===== config.mk =====
export PLATFORM = sky130hd
export DESIGN_NAME = stereo_route_mid_side_balance
export DESIGN_NICKNAME = d
export VERILOG_FILES = /design/src/rtl/core/srmsb_pkg.sv /design/src/rtl/core/srmsb_cfg_regs.sv /design/src/rtl/core/srmsb_route.sv /design/src/rtl/core/srmsb_mix_lane.sv /design/src/rtl/core/stereo_route_mid_side_balance.sv
export SDC_FILE = /design/constraint.sdc
export NUM_CORES = 2
export LEC_CHECK = 0
export ABC_CLOCK_PERIOD_IN_PS = 10050
export BUFFER_PORTS_ARGS = -buffer_cell sky130_fd_sc_hd__buf_4
export CAP_MARGIN = 20
export CORE_MARGIN = 5
export CORE_UTILIZATION = 40
export DETAILED_ROUTE_END_ITERATION = 16
export PLACE_DENSITY = 0.57
export REMOVE_ABC_BUFFERS = 1
export SETUP_SLACK_MARGIN = 0.1
export SKIP_LAST_GASP = 1
export SLEW_MARGIN = 15
export SYNTH_ARGS = -nofsm -noshare
export SYNTH_HDL_FRONTEND = slang
export SYNTH_HIERARCHICAL = 1
export SYNTH_SLANG_ARGS = --single-unit

===== constraint.sdc =====
create_clock -name i_clk -period 10.05 [get_ports i_clk]
set_input_delay 2.5125 -clock i_clk [delete_from_list [all_inputs] [get_ports i_clk]]
set_output_delay 2.5125 -clock i_clk [all_outputs]
set_load 0.03 [all_outputs]

===== src/rtl/core/srmsb_pkg.sv =====
`default_nettype none

package srmsb_pkg;

    // Configuration port geometry.
    localparam int CFG_IDX_W  = 3;
    localparam int CFG_DATA_W = 16;

    // Register indexes on the configuration port.
    localparam logic [CFG_IDX_W-1:0] REG_LEFT_TAKES_LEFT   = 3'd0;
    localparam logic [CFG_IDX_W-1:0] REG_LEFT_TAKES_RIGHT  = 3'd1;
    localparam logic [CFG_IDX_W-1:0] REG_RIGHT_TAKES_LEFT  = 3'd2;
    localparam logic [CFG_IDX_W-1:0] REG_RIGHT_TAKES_RIGHT = 3'd3;
    localparam logic [CFG_IDX_W-1:0] REG_BALANCE           = 3'd4;

    // Balance scale: Q1.15, one at 32768, neutral at half.
    localparam int BAL_W     = 16;
    localparam int FRAC_BITS = 14;
    localparam logic [BAL_W-1:0] BAL_HALF = 16'd16384;
    localparam logic [BAL_W-1:0] BAL_ONE  = 16'd32768;

    // Mixing coefficients are unsigned and never exceed BAL_ONE.
    localparam int COEF_W = 16;

    typedef struct packed {
        logic             left_takes_left;
        logic             left_takes_right;
        logic             right_takes_left;
        logic             right_takes_right;
        logic [BAL_W-1:0] balance;
    } t_cfg;

    // Weight on the routed signal, weight on the second term, and whether
    // the second term is side (upper half of the balance range) or mid.
    typedef struct packed {
        logic [COEF_W-1:0] c_sig;
        logic [COEF_W-1:0] c_alt;
        logic              use_side;
    } t_coef;

endpackage

`default_nettype wire


===== src/rtl/core/srmsb_cfg_regs.sv =====
`default_nettype none

module srmsb_cfg_regs (
    input  wire logic                             i_clk,
    input  wire logic                             i_rst_n,
    input  wire logic                             i_cfg_we,
    input  wire logic [srmsb_pkg::CFG_IDX_W-1:0]  i_cfg_index,
    input  wire logic [srmsb_pkg::CFG_DATA_W-1:0] i_cfg_data,
    output srmsb_pkg::t_cfg                       o_cfg,
    output srmsb_pkg::t_coef                      o_coef
);
    import srmsb_pkg::*;

    t_cfg             r_cfg;
    logic [BAL_W-1:0] w_bal;

    // Register file; writes to unknown indexes fall through.
    always_ff @(posedge i_clk) begin
        if (!i_rst_n) begin
            r_cfg.left_takes_left   <= 1'b1;
            r_cfg.left_takes_right  <= 1'b0;
            r_cfg.right_takes_left  <= 1'b0;
            r_cfg.right_takes_right <= 1'b1;
            r_cfg.balance           <= BAL_HALF;
        end else if (i_cfg_we) begin
            case (i_cfg_index)
                REG_LEFT_TAKES_LEFT:   r_cfg.left_takes_left   <= i_cfg_data[0];
                REG_LEFT_TAKES_RIGHT:  r_cfg.left_takes_right  <= i_cfg_data[0];
                REG_RIGHT_TAKES_LEFT:  r_cfg.right_takes_left  <= i_cfg_data[0];
                REG_RIGHT_TAKES_RIGHT: r_cfg.right_takes_right <= i_cfg_data[0];
                REG_BALANCE:           r_cfg.balance           <= i_cfg_data[BAL_W-1:0];
                default: ;
            endcase
        end
    end

    // Balance above one acts as one.
    assign w_bal = (r_cfg.balance > BAL_ONE) ? BAL_ONE : r_cfg.balance;

    // Lower half blends mid into the routed signal; upper half blends the
    // routed signal into doubled side. Neutral gives the routed signal alone.
    always_comb begin
        if (w_bal <= BAL_HALF) begin
            o_coef.c_sig    = w_bal;
            o_coef.c_alt    = BAL_HALF - w_bal;
            o_coef.use_side = 1'b0;
        end else begin
            o_coef.c_sig    = BAL_ONE - w_bal;
            o_coef.c_alt    = (w_bal - BAL_HALF) << 1;
            o_coef.use_side = 1'b1;
        end
    end

    assign o_cfg = r_cfg;

endmodule

`default_nettype wire


===== src/rtl/core/srmsb_route.sv =====
`default_nettype none

module srmsb_route #(
    parameter int SAMPLE_BITS = 24
) (
    input  wire logic                          i_clk,
    input  wire logic                          i_load,
    input  wire logic signed [SAMPLE_BITS-1:0] i_left,
    input  wire logic signed [SAMPLE_BITS-1:0] i_right,
    input  wire srmsb_pkg::t_cfg               i_cfg,
    input  wire srmsb_pkg::t_coef              i_coef,
    output logic signed [SAMPLE_BITS-1:0]      o_sig_l,
    output logic signed [SAMPLE_BITS-1:0]      o_sig_r,
    output logic signed [SAMPLE_BITS:0]        o_alt_l,
    output logic signed [SAMPLE_BITS:0]        o_alt_r,
    output srmsb_pkg::t_coef                   o_coef
);
    import srmsb_pkg::*;

    logic signed [SAMPLE_BITS:0]   w_sum;
    logic signed [SAMPLE_BITS-1:0] w_mid;
    logic signed [SAMPLE_BITS-1:0] n_sig_l;
    logic signed [SAMPLE_BITS-1:0] n_sig_r;
    logic signed [SAMPLE_BITS:0]   w_side_l;
    logic signed [SAMPLE_BITS:0]   w_side_r;
    logic signed [SAMPLE_BITS:0]   w_mid_x;

    function automatic logic signed [SAMPLE_BITS-1:0] pick(
        input logic                          take_l,
        input logic                          take_r,
        input logic signed [SAMPLE_BITS-1:0] l,
        input logic signed [SAMPLE_BITS-1:0] r,
        input logic signed [SAMPLE_BITS-1:0] mid
    );
        logic signed [SAMPLE_BITS-1:0] res;
        if (take_l && take_r) begin
            res = mid;
        end else if (take_l) begin
            res = l;
        end else if (take_r) begin
            res = r;
        end else begin
            res = '0;
        end
        return res;
    endfunction

    // Mid is the floor average; the sum carries one extra bit.
    assign w_sum = {i_left[SAMPLE_BITS-1], i_left} + {i_right[SAMPLE_BITS-1], i_right};
    assign w_mid = w_sum[SAMPLE_BITS:1];

    assign n_sig_l = pick(i_cfg.left_takes_left, i_cfg.left_takes_right,
                          i_left, i_right, w_mid);
    assign n_sig_r = pick(i_cfg.right_takes_left, i_cfg.right_takes_right,
                          i_left, i_right, w_mid);

    // Side is exact, so it needs one bit more than a sample.
    assign w_mid_x  = {w_mid[SAMPLE_BITS-1], w_mid};
    assign w_side_l = {n_sig_l[SAMPLE_BITS-1], n_sig_l} - w_mid_x;
    assign w_side_r = {n_sig_r[SAMPLE_BITS-1], n_sig_r} - w_mid_x;

    // First pipeline register: routed signals, second terms and weights.
    always_ff @(posedge i_clk) begin
        if (i_load) begin
            o_sig_l <= n_sig_l;
            o_sig_r <= n_sig_r;
            o_alt_l <= i_coef.use_side ? w_side_l : w_mid_x;
            o_alt_r <= i_coef.use_side ? w_side_r : w_mid_x;
            o_coef  <= i_coef;
        end
    end

endmodule

`default_nettype wire


===== src/rtl/core/srmsb_mix_lane.sv =====
`default_nettype none

module srmsb_mix_lane #(
    parameter int SAMPLE_BITS = 24
) (
    input  wire logic                          i_clk,
    input  wire logic                          i_load_mul,
    input  wire logic                          i_load_out,
    input  wire srmsb_pkg::t_coef              i_coef,
    input  wire logic signed [SAMPLE_BITS-1:0] i_sig,
    input  wire logic signed [SAMPLE_BITS:0]   i_alt,
    output logic signed [SAMPLE_BITS-1:0]      o_result
);
    import srmsb_pkg::*;

    localparam int X_W   = SAMPLE_BITS + 1;
    localparam int P_W   = X_W + COEF_W + 1;
    localparam int ACC_W = P_W + 1;
    localparam int SH_W  = ACC_W - FRAC_BITS;

    localparam logic signed [SAMPLE_BITS-1:0] SAT_MAX = {1'b0, {(SAMPLE_BITS-1){1'b1}}};
    localparam logic signed [SAMPLE_BITS-1:0] SAT_MIN = {1'b1, {(SAMPLE_BITS-1){1'b0}}};

    logic signed [P_W-1:0]         r_p_sig;
    logic signed [P_W-1:0]         r_p_alt;
    logic signed [ACC_W-1:0]       w_acc;
    logic signed [SH_W-1:0]        w_sh;
    logic signed [SAMPLE_BITS-1:0] n_result;
    logic signed [COEF_W:0]        w_c_sig;
    logic signed [COEF_W:0]        w_c_alt;
    logic signed [X_W-1:0]         w_sig_x;

    assign w_c_sig = $signed({1'b0, i_coef.c_sig});
    assign w_c_alt = $signed({1'b0, i_coef.c_alt});
    assign w_sig_x = {i_sig[SAMPLE_BITS-1], i_sig};

    // Second pipeline register: the two weighted terms.
    always_ff @(posedge i_clk) begin
        if (i_load_mul) begin
            r_p_sig <= w_c_sig * w_sig_x;
            r_p_alt <= w_c_alt * i_alt;
        end
    end

    // Sum, floor shift by the fraction width, then clamp to the sample range.
    assign w_acc = {r_p_sig[P_W-1], r_p_sig} + {r_p_alt[P_W-1], r_p_alt};
    assign w_sh  = w_acc[ACC_W-1:FRAC_BITS];

    always_comb begin
        if (&w_sh[SH_W-1:SAMPLE_BITS-1] || ~|w_sh[SH_W-1:SAMPLE_BITS-1]) begin
            n_result = w_sh[SAMPLE_BITS-1:0];
        end else if (w_sh[SH_W-1]) begin
            n_result = SAT_MIN;
        end else begin
            n_result = SAT_MAX;
        end
    end

    // Third pipeline register doubles as the output register.
    always_ff @(posedge i_clk) begin
        if (i_load_out) begin
            o_result <= n_result;
        end
    end

endmodule

`default_nettype wire


===== src/rtl/core/stereo_route_mid_side_balance.sv =====
`default_nettype none
// Channel   Direction  Handshake                  Payload
// in        sink       i_in_valid / o_in_stall    i_left_sample, i_right_sample
// out       source     o_out_valid / i_out_stall  o_left_result, o_right_result
// cfg       sink       i_cfg_we                   i_cfg_index, i_cfg_data
//
// Three register stages (route, multiply, sum and clamp); one word per cycle
// is sustained while the output is not stalled.
// The two multipliers per channel in the middle stage set the clock period.
// Synchronous active-low reset clears the valid bits and loads the register
// reset values. An output stall holds a full stage only if all later stages
// are full; empty stages fill, so the input stalls only when all three are full.

module stereo_route_mid_side_balance #(
    parameter int SAMPLE_BITS = 24
) (
    input  wire logic                             i_clk,
    input  wire logic                             i_rst_n,
    input  wire logic                             i_in_valid,
    output logic                                  o_in_stall,
    input  wire logic signed [SAMPLE_BITS-1:0]    i_left_sample,
    input  wire logic signed [SAMPLE_BITS-1:0]    i_right_sample,
    output logic                                  o_out_valid,
    input  wire logic                             i_out_stall,
    output logic signed [SAMPLE_BITS-1:0]         o_left_result,
    output logic signed [SAMPLE_BITS-1:0]         o_right_result,
    input  wire logic                             i_cfg_we,
    input  wire logic [srmsb_pkg::CFG_IDX_W-1:0]  i_cfg_index,
    input  wire logic [srmsb_pkg::CFG_DATA_W-1:0] i_cfg_data
);
    import srmsb_pkg::*;

    t_cfg  w_cfg;
    t_coef w_coef;
    t_coef w_coef_s1;

    logic signed [SAMPLE_BITS-1:0] w_sig_l;
    logic signed [SAMPLE_BITS-1:0] w_sig_r;
    logic signed [SAMPLE_BITS:0]   w_alt_l;
    logic signed [SAMPLE_BITS:0]   w_alt_r;

    logic r_v1;
    logic r_v2;
    logic r_v3;
    logic w_en1;
    logic w_en2;
    logic w_en3;

    // A stage loads when it is empty or its contents move on.
    assign w_en3 = !r_v3 || !i_out_stall;
    assign w_en2 = !r_v2 || w_en3;
    assign w_en1 = !r_v1 || w_en2;

    assign o_in_stall  = !w_en1;
    assign o_out_valid = r_v3;

    // Valid bits travel with the words.
    always_ff @(posedge i_clk) begin
        if (!i_rst_n) begin
            r_v1 <= 1'b0;
            r_v2 <= 1'b0;
            r_v3 <= 1'b0;
        end else begin
            if (w_en1) r_v1 <= i_in_valid;
            if (w_en2) r_v2 <= r_v1;
            if (w_en3) r_v3 <= r_v2;
        end
    end

    srmsb_cfg_regs u_cfg (
        .i_clk       (i_clk),
        .i_rst_n     (i_rst_n),
        .i_cfg_we    (i_cfg_we),
        .i_cfg_index (i_cfg_index),
        .i_cfg_data  (i_cfg_data),
        .o_cfg       (w_cfg),
        .o_coef      (w_coef)
    );

    srmsb_route #(
        .SAMPLE_BITS (SAMPLE_BITS)
    ) u_route (
        .i_clk   (i_clk),
        .i_load  (w_en1),
        .i_left  (i_left_sample),
        .i_right (i_right_sample),
        .i_cfg   (w_cfg),
        .i_coef  (w_coef),
        .o_sig_l (w_sig_l),
        .o_sig_r (w_sig_r),
        .o_alt_l (w_alt_l),
        .o_alt_r (w_alt_r),
        .o_coef  (w_coef_s1)
    );

    srmsb_mix_lane #(
        .SAMPLE_BITS (SAMPLE_BITS)
    ) u_mix_l (
        .i_clk      (i_clk),
        .i_load_mul (w_en2),
        .i_load_out (w_en3),
        .i_coef     (w_coef_s1),
        .i_sig      (w_sig_l),
        .i_alt      (w_alt_l),
        .o_result   (o_left_result)
    );

    srmsb_mix_lane #(
        .SAMPLE_BITS (SAMPLE_BITS)
    ) u_mix_r (
        .i_clk      (i_clk),
        .i_load_mul (w_en2),
        .i_load_out (w_en3),
        .i_coef     (w_coef_s1),
        .i_sig      (w_sig_r),
        .i_alt      (w_alt_r),
        .o_result   (o_right_result)
    );

    // The input stalls only when the whole pipeline is full and held.
    a_stall_full : assert property (@(posedge i_clk) disable iff (!i_rst_n)
        o_in_stall |-> (r_v1 && r_v2 && r_v3 && i_out_stall))
        else $error("input stalled while the pipeline has room");

    // An accepted word occupies the first stage on the next cycle.
    a_accept_lands : assert property (@(posedge i_clk) disable iff (!i_rst_n)
        (i_in_valid && !o_in_stall) |=> r_v1)
        else $error("accepted word lost at the first stage");

    // While the output is held nothing can leave, so occupancy cannot drop.
    a_no_drop : assert property (@(posedge i_clk) disable iff (!i_rst_n)
        (r_v3 && i_out_stall) |=>
        ($countones({r_v1, r_v2, r_v3}) >= $past($countones({r_v1, r_v2, r_v3}))))
        else $error("word dropped while the output was stalled");

endmodule

`default_nettype wire

==> flow_summary.yaml <==
setup_path:
  critPathKind: "reg2reg"
  cpPeakStageDelay_ns: 0.93
  worstSetupEndpointType: "register"
  crit_path_start_kind: "register"
  worst_path_max_delay_cell: "edfxtp_1"
  path_max_fanout: 34
  cpLargestDelayFamily: "adder cells"
  crit_chain: "buf_4 -> nand2_1 -> fa_1 -> fa_1 -> fa_1 -> inv_1 -> fa_1 -> fa_1 -> inv_1 -> fa_1 -> inv_1 -> ha_1 -> a21o_1 -> a21o_1 -> a21oi_1 -> o21ai_0 -> or3_1 -> o21ai_1 -> o221ai_1 -> a31oi_1 -> o21bai_1 -> xor2_1"
  crit_buf_inv: 4
  critical_path_required_ns: 10.42
  crit_top_cell: "fa_1"
  rrSetupSlack_ns: 2.24
  crit_arrival_ns: 8.18
detailed_routing:
  ant_nets: 0
  drt_pre_antenna_iters: 8
  drc_errors: 0
  drtIter0Drc: 4039
  avgRoutedWirePerCell_microns: 20.7
  viasPerCell: 5.18
  totalWireLength_mm: 230
  routed-via-count: 57700
global_route:
  grt_pass1_wl_mm: 364
  overflow: 0
  antenna_found_initial: 12
  grt_start_max_net_pins: 127
  grt_use_total: 0.228
  grt_pass1_vias: 62700
yosys:
  syn_avg_cell_area_sq_um: 9.24
  syn-cell-area_sq_mm: 0.0789
  ys_warn_count: 6
  syn_inst: 8533
pwr:
  power.share.sequential: 0.137
  pwr-share-clk: 0.060
  switchingPower_mw: 16.4
  p_per_area_mw_per_mm2: 358
  ir_drop_v: 0.000381
  pwr-share-comb: 0.803
  leakage_nw: 41.3
  sw_frac_of_total: 0.547
  intPower_mw: 13.6
layout:
  final_cell_mix: "inv_1 (1,986), fa_1 (1,539), nand2_1 (1,184)"
  drive_gt1_frac: 0.0464
  syn_to_final_growth_pct: 6.39
  finalNetCount: 10600
  final_common_cell: "inv_1"
  design_area_sq_mm: 0.0839
  final.fill_count: 19500
floorplan:
  start_util: 0.401
  rows: 163
  io_pins: 122
  die_x_microns: 454
  core-area_sq_mm: 0.197
  dieArea_sq_mm: 0.206
  die_h_microns: 454
clock_tree:
  post_cts_resized: 0
  cts_setup_buffers: 0
  h-tree-depth: 2
  clk_path_buf_depth: 3
  cts-root-buf: "clkbuf_16"
  numCtsBuffers: 48
  hold_buffers: 0
  clk_latency_ns: 0.65
  clk_pin_slew_ns: 0.06
  cts_tree: "built"
  cts_sinks: 367
outcome:
  outcome: "finished clean"
placed_design:
  globalplace.congestion: 0.933
  hpwl_mm: 180
  place_area_sq_mm: 0.0823
  portBuffers: 121
sta:
  hold_viol_final: 0
  clock_skew_ns: 0.0354
  setup_violations: 0
  max_freq_mhz: 128
  worstMarginPinSlew_ns: 1.07
  period_minus_slack_ns: 7.81
  setup-tns-final_ns: 0
  period_share: 0.778
  grt_setup_unrepaired: "false"
  maxSlewViolCount: 0
  max_slew_margin: 0.289
worst_hold_path:
  hold_class: "reg2reg"
job:
  max_cap_violations: 0
==> worst min-delay path, cell delays in order, from the launching register on <==
cell	delay [ns]
dfxtp_1	0.31
inv_1	0.05
a21boi_0	0.07
==> metal layers <==
layer	up-vias	GRT usage	share of wire
met4	0	0.0766	0.040
met3	371	0.0317	0.057
met5	-	0	0
met1	29700	0.293	0.41
met2	1639	0.396	0.49
li1	26000	-	-
==> sequential cells by signal, indices dropped and copies added, names as in the netlist, 20 cells and up <==
| name | flops |
|---|---|
| u_mix_l/r_p_alt | 42 |
| u_mix_r/r_p_alt | 42 |
| u_mix_l/r_p_sig | 41 |
| u_mix_r/r_p_sig | 41 |
| u_route/o_coef | 32 |
| u_route/o_alt_l | 25 |
| u_route/o_alt_r | 25 |
| u_mix_l/o_result | 24 |
| u_mix_r/o_result | 24 |
| u_route/o_sig_l | 24 |
| u_route/o_sig_r | 24 |
| u_cfg/o_cfg | 20 |
==> power by group through the flow <==
stage | combinational, mW | clock (mW) | sequential [mW]
2_1_floorplan | 17.2 | 0 | 3.72
3_3_place_gp | 23.7 | 0 | 4.16
3_5_place_dp | 24.0 | 0 | 4.16
4_1_cts | 24.2 | 1.85 | 4.15
5_1_grt | 27.2 | 1.91 | 4.17
6_report | 24.1 | 1.79 | 4.13
==> worst paths after layout <==
check | cells past startpoint | end | start
max | 22 | u_mix_r/r_p_alt[39] | u_route/o_coef[3]
min | 2 | r_v2 | r_v1
max reg2reg | 22 | u_mix_r/r_p_alt[39] | u_route/o_coef[3]
min reg2reg | 2 | r_v2 | r_v1
==> area by class of cell <==
type / count / area (sq um) / share of cell area
timing repair buffer: 187 / 1470 / 0.0175
clock inverter: 35 / 355 / 0.00423
sequential: 367 / 10800 / 0.129
antenna: 8 / 20.0 / 0.000239
multi-input combinational: 5856 / 59300 / 0.706
tap: 2640 / 3300 / 0.0394
inverter: 1989 / 7470 / 0.0890
clock buffer: 53 / 1220 / 0.0145
==> metrics by stage <==
step	utilization	power (mW)	instances	hold WS [ns]	setup slack, ns
global placement	0.418	27.9	11000	0.443	2.10
floorplan	-	20.9	8212	0.435	1.95
global route	0.426	33.3	11100	0.504	1.91
CTS	0.426	30.2	11100	0.467	2.23
finish	0.426	30.0	11100	0.475	2.24
detailed placement	0.418	28.2	11000	0.458	2.12
Note: power is estimated with default switching activity, not from simulation.
